<file path="src/sv/bmhd_pkg.sv">
`default_nettype none
package bmhd_pkg;

  localparam logic [6:0] VOL_MAX = 7'd100;

  // reset values of the configuration registers
  localparam logic [15:0] DEBOUNCE_RST = 16'd50;
  localparam logic [15:0] LONG_CLICK_RST = 16'd500;
  localparam logic [15:0] DCLICK_WIN_RST = 16'd400;
  localparam logic [15:0] HOLD_TIME_RST = 16'd3000;
  localparam logic [15:0] CLICK_TMO_RST = 16'd600;
  localparam logic [6:0] VOL_INC_RST = 7'd10;
  localparam logic [6:0] START_VOL_RST = 7'd50;
  localparam logic LED_PRESENT_RST = 1'b0;

  localparam logic [7:0] TALLY_MAX = 8'd255;
  localparam logic [7:0] TALLY_UP = 8'd2;
  localparam logic [7:0] TALLY_DOWN = 8'd3;

  typedef enum logic [2:0] {
    REG_DEBOUNCE = 3'd0,
    REG_LONG_CLICK = 3'd1,
    REG_DCLICK_WIN = 3'd2,
    REG_HOLD_TIME = 3'd3,
    REG_CLICK_TMO = 3'd4,
    REG_VOL_INC = 3'd5,
    REG_START_VOL = 3'd6,
    REG_LED_PRESENT = 3'd7
  } reg_idx_t;

  typedef enum logic [1:0] {
    VCHG_NONE = 2'd0,
    VCHG_UP = 2'd1,
    VCHG_DOWN = 2'd2
  } vchg_t;

  // result item fields, highest bit first in tdata
  typedef struct packed {
    logic [7:0] clicks_pending;
    logic [1:0] volume_changed;
    logic [6:0] volume_now;
    logic led_arg;
    logic led_update;
    logic hold_confirmed;
    logic sleep_request;
  } result_t;

  function automatic logic [6:0] clamp_vol(input logic [7:0] v);
    clamp_vol = (v > {1'b0, VOL_MAX}) ? VOL_MAX : v[6:0];
  endfunction

endpackage
`default_nettype wire

</file>
<file path="src/sv/button_multiclick_hold_detector.sv">
`default_nettype none
// Button multi-click / long-hold detector. Each input transaction is one
// sample tick: tdata[0] is the active-low button level, tdata[32:1] a
// wrapping millisecond timestamp. Level changes are taken after the debounce
// time; a long hold arms sleep (hold_confirmed, LED off), releasing an armed
// button requests sleep (LED on), and counted short clicks change the volume
// after the click timeout (two up, three down, held within 0..100). Every
// input transaction gives exactly one result transaction. Throughput is one
// transaction per cycle while the result stream is not stalled; a tick passes
// through the input register and then the result register, and the whole tick
// update is a single pass of compare and saturating-add logic in front of the
// result register. Program the APB registers only while the stream is idle.
module button_multiclick_hold_detector (
  input wire logic clk,
  input wire logic rst,
  // input stream
  input wire logic s_axis_tvalid,
  output logic s_axis_tready,
  input wire logic [39:0] s_axis_tdata,  // button_level[0], now_ms[32:1], zero pad
  // result stream
  output logic m_axis_tvalid,
  input wire logic m_axis_tready,
  // sleep_request[0], hold_confirmed[1], led_update[2], led_arg[3],
  // volume_now[10:4], volume_changed[12:11], clicks_pending[20:13], zero pad
  output logic [23:0] m_axis_tdata,
  // configuration
  input wire logic psel,
  input wire logic penable,
  input wire logic pwrite,
  input wire logic [4:0] paddr,
  input wire logic [31:0] pwdata,
  output logic [31:0] prdata,
  output logic pready
);

  // configuration registers
  logic [15:0] debounce_time;
  logic [15:0] long_click_limit;
  logic [15:0] double_click_window;
  logic [15:0] hold_time;
  logic [15:0] click_timeout;
  logic [6:0] volume_increment;
  logic [6:0] start_volume;
  logic led_present;

  // detector state
  logic stable_level;
  logic [31:0] change_stamp;
  logic [31:0] press_stamp;
  logic [31:0] click_stamp;
  logic is_pressed;
  logic hold_seen;
  logic sleep_armed;
  logic [7:0] click_tally;
  logic [6:0] volume_level;

  // input register
  logic in_valid;
  logic in_level;
  logic [31:0] in_now;

  // result register
  bmhd_pkg::result_t result;

  logic cfg_write;
  logic advance;

  assign pready = 1'b1;
  assign cfg_write = psel & penable & pwrite;

  // move the input register into the result register when the output frees up
  assign advance = in_valid & (~m_axis_tvalid | m_axis_tready);
  assign s_axis_tready = ~in_valid | advance;
  assign m_axis_tdata = {3'b000, result};

  always_comb begin
    case (bmhd_pkg::reg_idx_t'(paddr[4:2]))
      bmhd_pkg::REG_DEBOUNCE: prdata = {16'd0, debounce_time};
      bmhd_pkg::REG_LONG_CLICK: prdata = {16'd0, long_click_limit};
      bmhd_pkg::REG_DCLICK_WIN: prdata = {16'd0, double_click_window};
      bmhd_pkg::REG_HOLD_TIME: prdata = {16'd0, hold_time};
      bmhd_pkg::REG_CLICK_TMO: prdata = {16'd0, click_timeout};
      bmhd_pkg::REG_VOL_INC: prdata = {25'd0, volume_increment};
      bmhd_pkg::REG_START_VOL: prdata = {25'd0, start_volume};
      bmhd_pkg::REG_LED_PRESENT: prdata = {31'd0, led_present};
      default: prdata = 32'd0;
    endcase
  end

  // ---------------------------------------------------------------------
  // Tick update. Three steps in order: debounced edge, hold check,
  // click evaluation. Each step sees what the one before it left.
  // ---------------------------------------------------------------------
  logic edge_ok;
  logic rel_edge;
  logic press_edge;
  logic [31:0] press_dur;
  logic [31:0] click_gap;

  logic is_pressed_next;
  logic hold_seen_next;
  logic sleep_armed_next;
  logic [7:0] click_tally_next;
  logic [31:0] press_stamp_next;
  logic [31:0] click_stamp_next;
  logic [6:0] volume_level_next;

  logic hold_fire;
  logic [31:0] held_for;
  logic eval_fire;
  logic [31:0] idle_for;

  logic sleep_req;
  logic led_upd;
  logic led_val;
  bmhd_pkg::vchg_t vchg;
  logic [7:0] vol_sum;

  assign edge_ok = (in_level != stable_level) &&
                   ((in_now - change_stamp) > {16'd0, debounce_time});
  assign press_edge = edge_ok & ~in_level;
  assign rel_edge = edge_ok & in_level;
  assign press_dur = in_now - press_stamp;
  assign click_gap = in_now - click_stamp;
  assign vol_sum = {1'b0, volume_level} + {1'b0, volume_increment};

  always_comb begin
    is_pressed_next = is_pressed;
    hold_seen_next = hold_seen;
    sleep_armed_next = sleep_armed;
    click_tally_next = click_tally;
    press_stamp_next = press_stamp;
    click_stamp_next = click_stamp;
    volume_level_next = volume_level;
    sleep_req = 1'b0;
    led_upd = 1'b0;
    led_val = 1'b0;
    vchg = bmhd_pkg::VCHG_NONE;

    // debounced edge
    if (press_edge) begin
      is_pressed_next = 1'b1;
      hold_seen_next = 1'b0;
      press_stamp_next = in_now;
    end else if (rel_edge) begin
      is_pressed_next = 1'b0;
      hold_seen_next = 1'b0;
      if (sleep_armed) begin
        sleep_req = 1'b1;
        led_upd = led_present;
        led_val = led_present;
        sleep_armed_next = 1'b0;
        click_tally_next = 8'd0;
      end else if (press_dur < {16'd0, long_click_limit}) begin
        if (click_gap < {16'd0, double_click_window}) begin
          if (click_tally < bmhd_pkg::TALLY_MAX) begin
            click_tally_next = click_tally + 8'd1;
          end
        end else begin
          click_tally_next = 8'd1;
        end
        click_stamp_next = in_now;
      end
    end

    // hold check
    held_for = in_now - press_stamp_next;
    hold_fire = is_pressed_next & ~hold_seen_next & (held_for > {16'd0, hold_time});
    if (hold_fire) begin
      hold_seen_next = 1'b1;
      sleep_armed_next = 1'b1;
      click_tally_next = 8'd0;
      if (led_present) begin
        led_upd = 1'b1;
        led_val = 1'b0;
      end
    end

    // click sequence evaluation
    idle_for = in_now - click_stamp_next;
    eval_fire = ~is_pressed_next & ~sleep_armed_next & (click_tally_next != 8'd0) &
                (idle_for > {16'd0, click_timeout});
    if (eval_fire) begin
      if (click_tally_next == bmhd_pkg::TALLY_UP) begin
        volume_level_next = bmhd_pkg::clamp_vol(vol_sum);
        vchg = bmhd_pkg::VCHG_UP;
      end else if (click_tally_next == bmhd_pkg::TALLY_DOWN) begin
        volume_level_next = (volume_level > volume_increment) ?
                            (volume_level - volume_increment) : 7'd0;
        vchg = bmhd_pkg::VCHG_DOWN;
      end
      click_tally_next = 8'd0;
    end
  end

  always_ff @(posedge clk) begin
    if (rst) begin
      debounce_time <= bmhd_pkg::DEBOUNCE_RST;
      long_click_limit <= bmhd_pkg::LONG_CLICK_RST;
      double_click_window <= bmhd_pkg::DCLICK_WIN_RST;
      hold_time <= bmhd_pkg::HOLD_TIME_RST;
      click_timeout <= bmhd_pkg::CLICK_TMO_RST;
      volume_increment <= bmhd_pkg::VOL_INC_RST;
      start_volume <= bmhd_pkg::START_VOL_RST;
      led_present <= bmhd_pkg::LED_PRESENT_RST;
      stable_level <= 1'b1;
      change_stamp <= 32'd0;
      press_stamp <= 32'd0;
      click_stamp <= 32'd0;
      is_pressed <= 1'b0;
      hold_seen <= 1'b0;
      sleep_armed <= 1'b0;
      click_tally <= 8'd0;
      volume_level <= bmhd_pkg::clamp_vol({1'b0, bmhd_pkg::START_VOL_RST});
      in_valid <= 1'b0;
      m_axis_tvalid <= 1'b0;
    end else begin
      // capture the next tick
      if (s_axis_tready) begin
        in_valid <= s_axis_tvalid;
      end
      // drop the result once taken, refill on advance
      if (advance) begin
        m_axis_tvalid <= 1'b1;
      end else if (m_axis_tready) begin
        m_axis_tvalid <= 1'b0;
      end

      if (advance) begin
        if (edge_ok) begin
          change_stamp <= in_now;
          stable_level <= in_level;
        end
        is_pressed <= is_pressed_next;
        hold_seen <= hold_seen_next;
        sleep_armed <= sleep_armed_next;
        click_tally <= click_tally_next;
        press_stamp <= press_stamp_next;
        click_stamp <= click_stamp_next;
        volume_level <= volume_level_next;
      end

      // the user must make configuration writes only while the stream is idle; the block does not enforce it
      if (cfg_write) begin
        case (bmhd_pkg::reg_idx_t'(paddr[4:2]))
          bmhd_pkg::REG_DEBOUNCE: debounce_time <= pwdata[15:0];
          bmhd_pkg::REG_LONG_CLICK: long_click_limit <= pwdata[15:0];
          bmhd_pkg::REG_DCLICK_WIN: double_click_window <= pwdata[15:0];
          bmhd_pkg::REG_HOLD_TIME: hold_time <= pwdata[15:0];
          bmhd_pkg::REG_CLICK_TMO: click_timeout <= pwdata[15:0];
          bmhd_pkg::REG_VOL_INC: volume_increment <= pwdata[6:0];
          bmhd_pkg::REG_START_VOL: begin
            start_volume <= pwdata[6:0];
            volume_level <= bmhd_pkg::clamp_vol({1'b0, pwdata[6:0]});
          end
          bmhd_pkg::REG_LED_PRESENT: led_present <= pwdata[0];
          default: ;
        endcase
      end
    end
  end

  // payload registers, no reset needed
  always_ff @(posedge clk) begin
    if (s_axis_tready && s_axis_tvalid) begin
      in_level <= s_axis_tdata[0];
      in_now <= s_axis_tdata[32:1];
    end
    if (advance) begin
      result.sleep_request <= sleep_req;
      result.hold_confirmed <= hold_fire;
      result.led_update <= led_upd;
      result.led_arg <= led_val;
      result.volume_now <= volume_level_next;
      result.volume_changed <= vchg;
      result.clicks_pending <= click_tally_next;
    end
  end

endmodule
`default_nettype wire

</file>
<file path="config.mk">
export PLATFORM = sky130hd
export DESIGN_NAME = button_multiclick_hold_detector
export DESIGN_NICKNAME = d
export VERILOG_FILES = /design/src/sv/bmhd_pkg.sv /design/src/sv/button_multiclick_hold_detector.sv
export SDC_FILE = /design/constraint.sdc
export NUM_CORES = 1
export LEC_CHECK = 0
export ABC_AREA = 1
export BUFFER_PORTS_ARGS = -buffer_cell sky130_fd_sc_hd__buf_2
export CELL_PAD_IN_SITES_DETAIL_PLACEMENT = 0
export CELL_PAD_IN_SITES_GLOBAL_PLACEMENT = 1
export CORE_UTILIZATION = 40
export DETAILED_ROUTE_END_ITERATION = 16
export PLACE_DENSITY_LB_ADDON = 0.1
export SYNTH_ARGS = -nofsm -noshare
export SYNTH_HDL_FRONTEND = slang
export SYNTH_SLANG_ARGS = --single-unit
</file>
<file path="constraint.sdc">
create_clock -name clk -period 20.9 [get_ports clk]
set_clock_uncertainty 0.1 [all_clocks]
set_input_delay 6.27 -clock clk [delete_from_list [all_inputs] [get_ports clk]]
set_output_delay 6.27 -clock clk [all_outputs]
set_load 0.005 [all_outputs]
</file>
==> parameters.txt, run 1 <==
Parameter                              Value

Floorplan
  Initial Utilization    40.58%
  Die Span Y    241.6 um
  I/O pin cnt    143
  Row Count    87
  Die width    241.6 um
  Die footprint    58390 um^2
  Core area    56600 um^2

Synthesis
  Proportion of synthesized chip area in sequential cells    25.54%
  Average cell area after synthesis    6.687 um^2
  Cell type with the highest aggregate area in the netlist    dfxtp_1
  Top-area cell type share of the netlist area    18.48%
  Synth area leaders    dfxtp_1, ha_1, nand2_1
  Most frequently used cell type in the post-synthesis netlist    nand2_1
  Post-synth EDFFs    54
  Combined area of all synthesized cells    22970 um^2
  Flop and latch count out of synthesis    266
  Number of distinct library cells after synthesis    65
  Count of yosys warnings during synthesis    0
  Top FF cell, synth    dfxtp_1
  Top cells by instance count after synthesis    nand2_1, inv_1, a21oi_1
  Cell count after synthesis    3435
  Async set-reset flop share out of synthesis    0%

Run status
  Status    complete, no violations

Cells and area
  Area growth from synthesis to layout    11.86%
  Antenna cells    0
  Share of post-route cells with drive strength above 1    8.200%
  Final net count    3867
  Fill count    5957
  End-of-flow core utilization    45.39%

Timing
  Number of failing setup endpoints in the final timing report    0
  Setup TNS after final layout    0 ns
  Period Utilization, post-route    68.61%
  Final-report hold violation count    0
  Fmax achieved    0.06973 GHz
  RSZ-0062 raised after global routing    no
  Max-slew headroom at the worst pin    22.18%
  Worst Max-Slew Pin Slew    1.163 ns
  Max-slew violations    0
  Final critical path time including I/O delays and setup    14.34 ns

Place
  Port Buffer Count    97
  Routability congestion estimate from global placement    0.9217
  Placed wire-length estimate    62670 um

Route
  Average via count per standard cell    5.230
  WL per Instance    17.94 um
  Vias post-DR    22576
  DR pass1 iterations    7
  DRC violation total after the first TritonRoute iteration    1495
  Total routed wirelength    77430 um
  DRC    0
  Number of antenna-violating nets in the routed design    0

Clock tree
  TritonCTS clock tree    done
  Count of H-tree levels built during CTS    2
  PostCTS Resize Cnt    0
  Worst-path clk slew    0.05 ns
  Clock buffer depth    3
  Worst-skew pair later-pin latency    0.57 ns
  CTS sink cnt    266
  Number of buffers created by CTS    38
  Number of buffers added for setup after CTS    0
  Count of hold buffers inserted by post-cts repair    0
  Root Buffer Master    clkbuf_16

Power
  Power density over cell area    69.93 nW/um^2
  Static Leak    12.01 nW
  VDD IR-drop max    0.05734 mV

Global routing
  Largest net degree at the start of global routing    73
  Overflow after GRT    0
  Number of global-route vias before repair    20999
  Wire length of the first global-routing pass    119900 um
  GRT Overall Usage    25.94%
  Antenna violations before repair    0

Setup path
  CP Data Arrival Time    7.97 ns
  Path type of the worst setup path    in -> out
  Required time of the critical path    14.53 ns
  Biggest fanout along the worst timing path    16
  Type of destination of the critical path    output pin
  Type of origin of the critical path    input port

Worst hold path
  Worst hold path class    reg -> reg

Run
  Max capacitance violation total    0
## logic make-up after synthesis
kind of cell               Yosys count  share of synthesized area (%)
adders and majority gates          252                          13.96
other                                2                        0.03270
AOI/OAI and AO/OA                  904                          21.80
DFF                                266                          25.54
buffers and inverters              626                          10.70
xor gates and xnor gates           112                          4.271
and+or+nand+nor                   1272                          23.66
muxes                                1                        0.04358
## state kept, by name, summed over array words and instances (netlist names), 21 cells and up
name	count
change_stamp	32
click_stamp	32
press_stamp	32
in_now	32
m_axis_tdata	21
## path summary, 6_finish.rpt
| kind | start | slack, ns | cells past startpoint | endpoint |
|---|---|---|---|---|
| worst max-delay path | paddr[3] | 6.56 | 8 | prdata[14] |
| worst min-delay path | change_stamp[19] | 0.36 | 2 | change_stamp[19] |
| worst max register to register | in_now[0] | 9.51 | 62 | volume_level[4] |
| worst min register to register | change_stamp[19] | 0.36 | 2 | change_stamp[19] |
## metal layers
layer,part of all wire [%],global-route usage (%),vias up
met4,2.6,7.606,0
met1,48,36.02,10354
met3,5.0,2.919,96
li1,-,-,11617
met5,0,0,-
met2,44,42.06,509
## worst max-delay path, stage by stage
cell	delay [ns]
buf_2	0.12
inv_1	0.07
nor3_1	0.27
clkinv_1	0.50
o22ai_1	0.33
a21oi_1	0.10
o211ai_1	0.13
buf_2	0.17
## power by group
group | switching (mW) | internal (mW)
combinational | 0.347 | 0.179
sequential | 0.00957 | 0.543
clock | 0.263 | 0.456
## stage by stage
stage	setup WS, ns	cells	instance area [um^2]	hold slack, ns	power (mW)
4_1_cts	6.623	4317	25690	0.3613	1.810
3_5_place_dp	6.625	4247	24300	0.3537	1.083
5_1_grt	6.434	4317	25690	0.3735	1.901
3_3_place_gp	6.744	4247	24300	0.3457	1.074
2_1_floorplan	7.306	3453	23040	0.3271	0.9350
6_report	6.560	4317	25690	0.3592	1.797
## layout by cell type, fill, tap and decap left out, types with 9 or more instances in the layout
cell | Yosys | final
buf_4 | 20 | 40
xor2_1 | 82 | 82
inv_2 | 12 | 13
o22ai_1 | 23 | 23
a21o_1 | 15 | 15
clkbuf_16 | 0 | 41
o21ai_1 | 14 | 14
nor2_1 | 222 | 221
xnor2_1 | 30 | 30
nand2_1 | 743 | 743
o21bai_1 | 18 | 18
dfxtp_1 | 212 | 212
a31oi_1 | 9 | 9
o21ai_0 | 311 | 311
ha_1 | 245 | 245
buf_2 | 1 | 97
inv_1 | 512 | 510
nand3b_1 | 17 | 17
nor2_2 | 18 | 18
nand3_2 | 10 | 11
o31ai_1 | 9 | 9
edfxtp_1 | 54 | 54
nor3_1 | 42 | 42
a211oi_1 | 16 | 16
nand3_1 | 126 | 125
a21oi_1 | 407 | 407
nand4_1 | 36 | 36
o21a_1 | 10 | 10
nand2_2 | 22 | 22
o211ai_1 | 36 | 36
conb_1 | 2 | 20
and2_1 | 9 | 9
## cell type report
class / count / area (um^2) / area share [%]
timing repair buffer: 137 / 785.8 / 3.058
sequential: 266 / 5866 / 22.83
clock inverter: 21 / 304.0 / 1.183
tap: 756 / 945.9 / 3.681
clock buffer: 49 / 1086 / 4.227
multi-input combinational: 2561 / 14730 / 57.31
inverter: 527 / 1981 / 7.708
No activity file was read; power rests on OpenSTA's default activity.
==> inputs of run 2 (changes only) <==
Clock period 20.9 ns to 14 ns, I/O delays scaled along.
==> run 2 against run 1 <==
Combinational power grew 50%. Non-clock buffer count rose by 1. Final area fell by 0.82%. First-iteration DRC count fell by 0.80%. Power increased by 41%. Global-route usage is 0.22 points higher. Core utilization shrank 0.37 points. Sequential power is 49% higher. Sequential share of layout area is 0.19 points higher. Die area did not move. Count of clock-buffer cells in the layout shrank 1. Final cell count about the same. Largest cell class unchanged. Highest routed layer unchanged.
==> parameters.txt, run 2 (same netlist as run 1, synthesis figures left out) <==
Parameter                              Value

Run status
  Status    complete, no violations

Route
  DR pass1 iterations    5 (-2)
  DRC violation total after the first TritonRoute iteration    1483 (-0.80%)
  Vias post-DR    22720 (+0.64%)
  Average via count per standard cell    5.268 (+0.73%)
  Number of antenna-violating nets in the routed design    0 (unchanged)
  DRC    0 (unchanged)
  Total routed wirelength    78500 um (+1.4%)
  WL per Instance    18.20 um (+1.5%)

Run
  Max capacitance violation total    0 (unchanged)

Timing
  Setup TNS after final layout    0 ns (unchanged)
  Number of failing setup endpoints in the final timing report    0 (unchanged)
  Worst Max-Slew Pin Slew    1.110 ns (-0.05262 ns)
  Max-slew violations    0 (unchanged)
  Post-route worst setup slack    2.172 ns (-4.388 ns)
  Final critical path time including I/O delays and setup    11.83 ns
  Max-slew headroom at the worst pin    25.98% (+3.8 points)
  Period Utilization, post-route    84.48%
  RSZ-0062 raised after global routing    no
  Final-report hold violation count    0 (unchanged)
  Fmax achieved    0.08455 GHz
  Min Hold Slack    0.3610 ns (+0.001837 ns)

Clock tree
  Count of hold buffers inserted by post-cts repair    0 (unchanged)
  TritonCTS clock tree    done
  PostCTS Resize Cnt    0 (unchanged)
  Number of buffers created by CTS    36 (-5.3%)
  Number of buffers added for setup after CTS    0 (unchanged)
  Worst-path clk slew    0.06 ns (about the same)
  CTS sink cnt    266 (unchanged)
  Root Buffer Master    clkbuf_16
  Count of H-tree levels built during CTS    2 (unchanged)
  Clock buffer depth    3 (unchanged)
  Worst-skew pair later-pin latency    0.56 ns (about the same)

Cells and area
  Cell area after layout    25480 um^2 (-0.82%)
  Fill count    5936 (-0.35%)
  Area growth from synthesis to layout    10.94%
  Most frequent cells in the layout    nand2_1, inv_1, a21oi_1
  Share of post-route cells with drive strength above 1    8.069% (-0.13 points)
  Most common cell after layout, fill and taps aside    nand2_1
  Number of standard cells in the final layout excluding fillers    4313 (-0.093%)
  Final net count    3866 (-0.026%)
  Antenna cells    0 (unchanged)
  Sequential standard cell area    5866 um^2 (unchanged)
  End-of-flow core utilization    45.02% (-0.37 points)
  Multi-input combinational cell area    14730 um^2 (unchanged)

Worst hold path
  Worst hold path class    reg -> reg

Setup path
  Type of origin of the critical path    flip-flop
  Required time of the critical path    14.30 ns (-0.23 ns)
  Path type of the worst setup path    reg -> reg
  Slowest stage cell, crit path    nand4_1
  Biggest fanout along the worst timing path    58 (+42)
  CP Data Arrival Time    12.13 ns (+4.16 ns)
  CP dominant cell by count    nand2_1
  Type of destination of the critical path    flip-flop
  Largest stage delay on the critical path    0.58 ns (+0.08 ns)

Place
  Port Buffer Count    97 (unchanged)
  Instance area at placement    24310 um^2 (about the same)
  Post-Place Setup Slack    2.312 ns (-4.313 ns)
  Placed cell count    4248 (+0.024%)
  Routability congestion estimate from global placement    0.9450 (+2.5%)
  Placed wire-length estimate    62780 um (+0.18%)

Global routing
  GRT Overall Usage    26.16% (+0.22 points)
  Overflow after GRT    0 (unchanged)
  Largest net degree at the start of global routing    113 (+55%)
  Wire length of the first global-routing pass    120600 um (+0.60%)
  Antenna violations before repair    0 (unchanged)
  Number of global-route vias before repair    20912 (-0.41%)

Power
  VDD IR-drop max    0.07294 mV (+27%)
  Power density over cell area    99.76 nW/um^2 (+43%)
  Post-route total power    2.542 mW (+41%)
  Static Leak    11.89 nW (-0.97%)

Floorplan
  I/O pin cnt    143 (unchanged)
  Die footprint    58390 um^2 (unchanged)
  Initial Utilization    40.58% (unchanged)
  Core area    56600 um^2 (unchanged)
  Row Count    87 (unchanged)
  Die width    241.6 um (unchanged)
  Die Span Y    241.6 um (unchanged)
run 2: cell count changes in the layout (fill, tap and decap cells not counted), moves of 2 or more:
cell and delta:
bufinv_16 -6, clkinvlp_4 +4, clkbuf_16 -3, inv_4 +2, clkinv_2 -4
run 2: final cells by class:
type | count | area share (%)
Sequential cell | 266 | 23.02
Timing Repair Buffer | 138 | 3.113
Multi-Input combinational cell | 2561 | 57.79
Clock buffer | 48 | 4.036
Clock inverter | 17 | 0.5597
Tap cell | 756 | 3.712
Inverter | 527 | 7.772
run 2: path summary, 6_finish.rpt:
| path | start | depth (start not counted) | end | slack [ns] |
|---|---|---|---|---|
| worst min register to register | change_stamp[8] | 2 | change_stamp[8] | 0.36 |
| worst min-delay path | change_stamp[8] | 2 | change_stamp[8] | 0.36 |
| worst max register to register | in_now[0] | 62 | volume_level[1] | 2.17 |
| worst max-delay path | in_now[0] | 62 | volume_level[1] | 2.17 |
run 2: critical path: cells and delay by family, from the launching register on:
family | cells | cell delay, ns
AO/OA/AOI/OAI | 14 | 2.77
XOR/XNOR | 2 | 0.55
adder cells (fa/ha/maj) | 5 | 1.49
buffers and inverters | 6 | 1.13
flip-flops | 1 | 0.51
AND/OR/NAND/NOR | 35 | 5.05
run 2: report_power, final:
group          switching (mW)  total [mW]  internal [mW]
registers              0.0149       0.825          0.810
logic                   0.519       0.787          0.268
clock network           0.391       0.930          0.539
total                   0.924        2.54           1.62
run 2: layer usage:
| metal | global-route usage [%] | vias to the layer above | wire [um] |
|---|---|---|---|
| met5 | 0 | - | 0 |
| met4 | 8.449 | 0 | 2387 |
| met3 | 2.841 | 116 | 3844 |
| met2 | 41.84 | 586 | 34240 |
| met1 | 36.58 | 10398 | 38020 |
| li1 | - | 11620 | - |
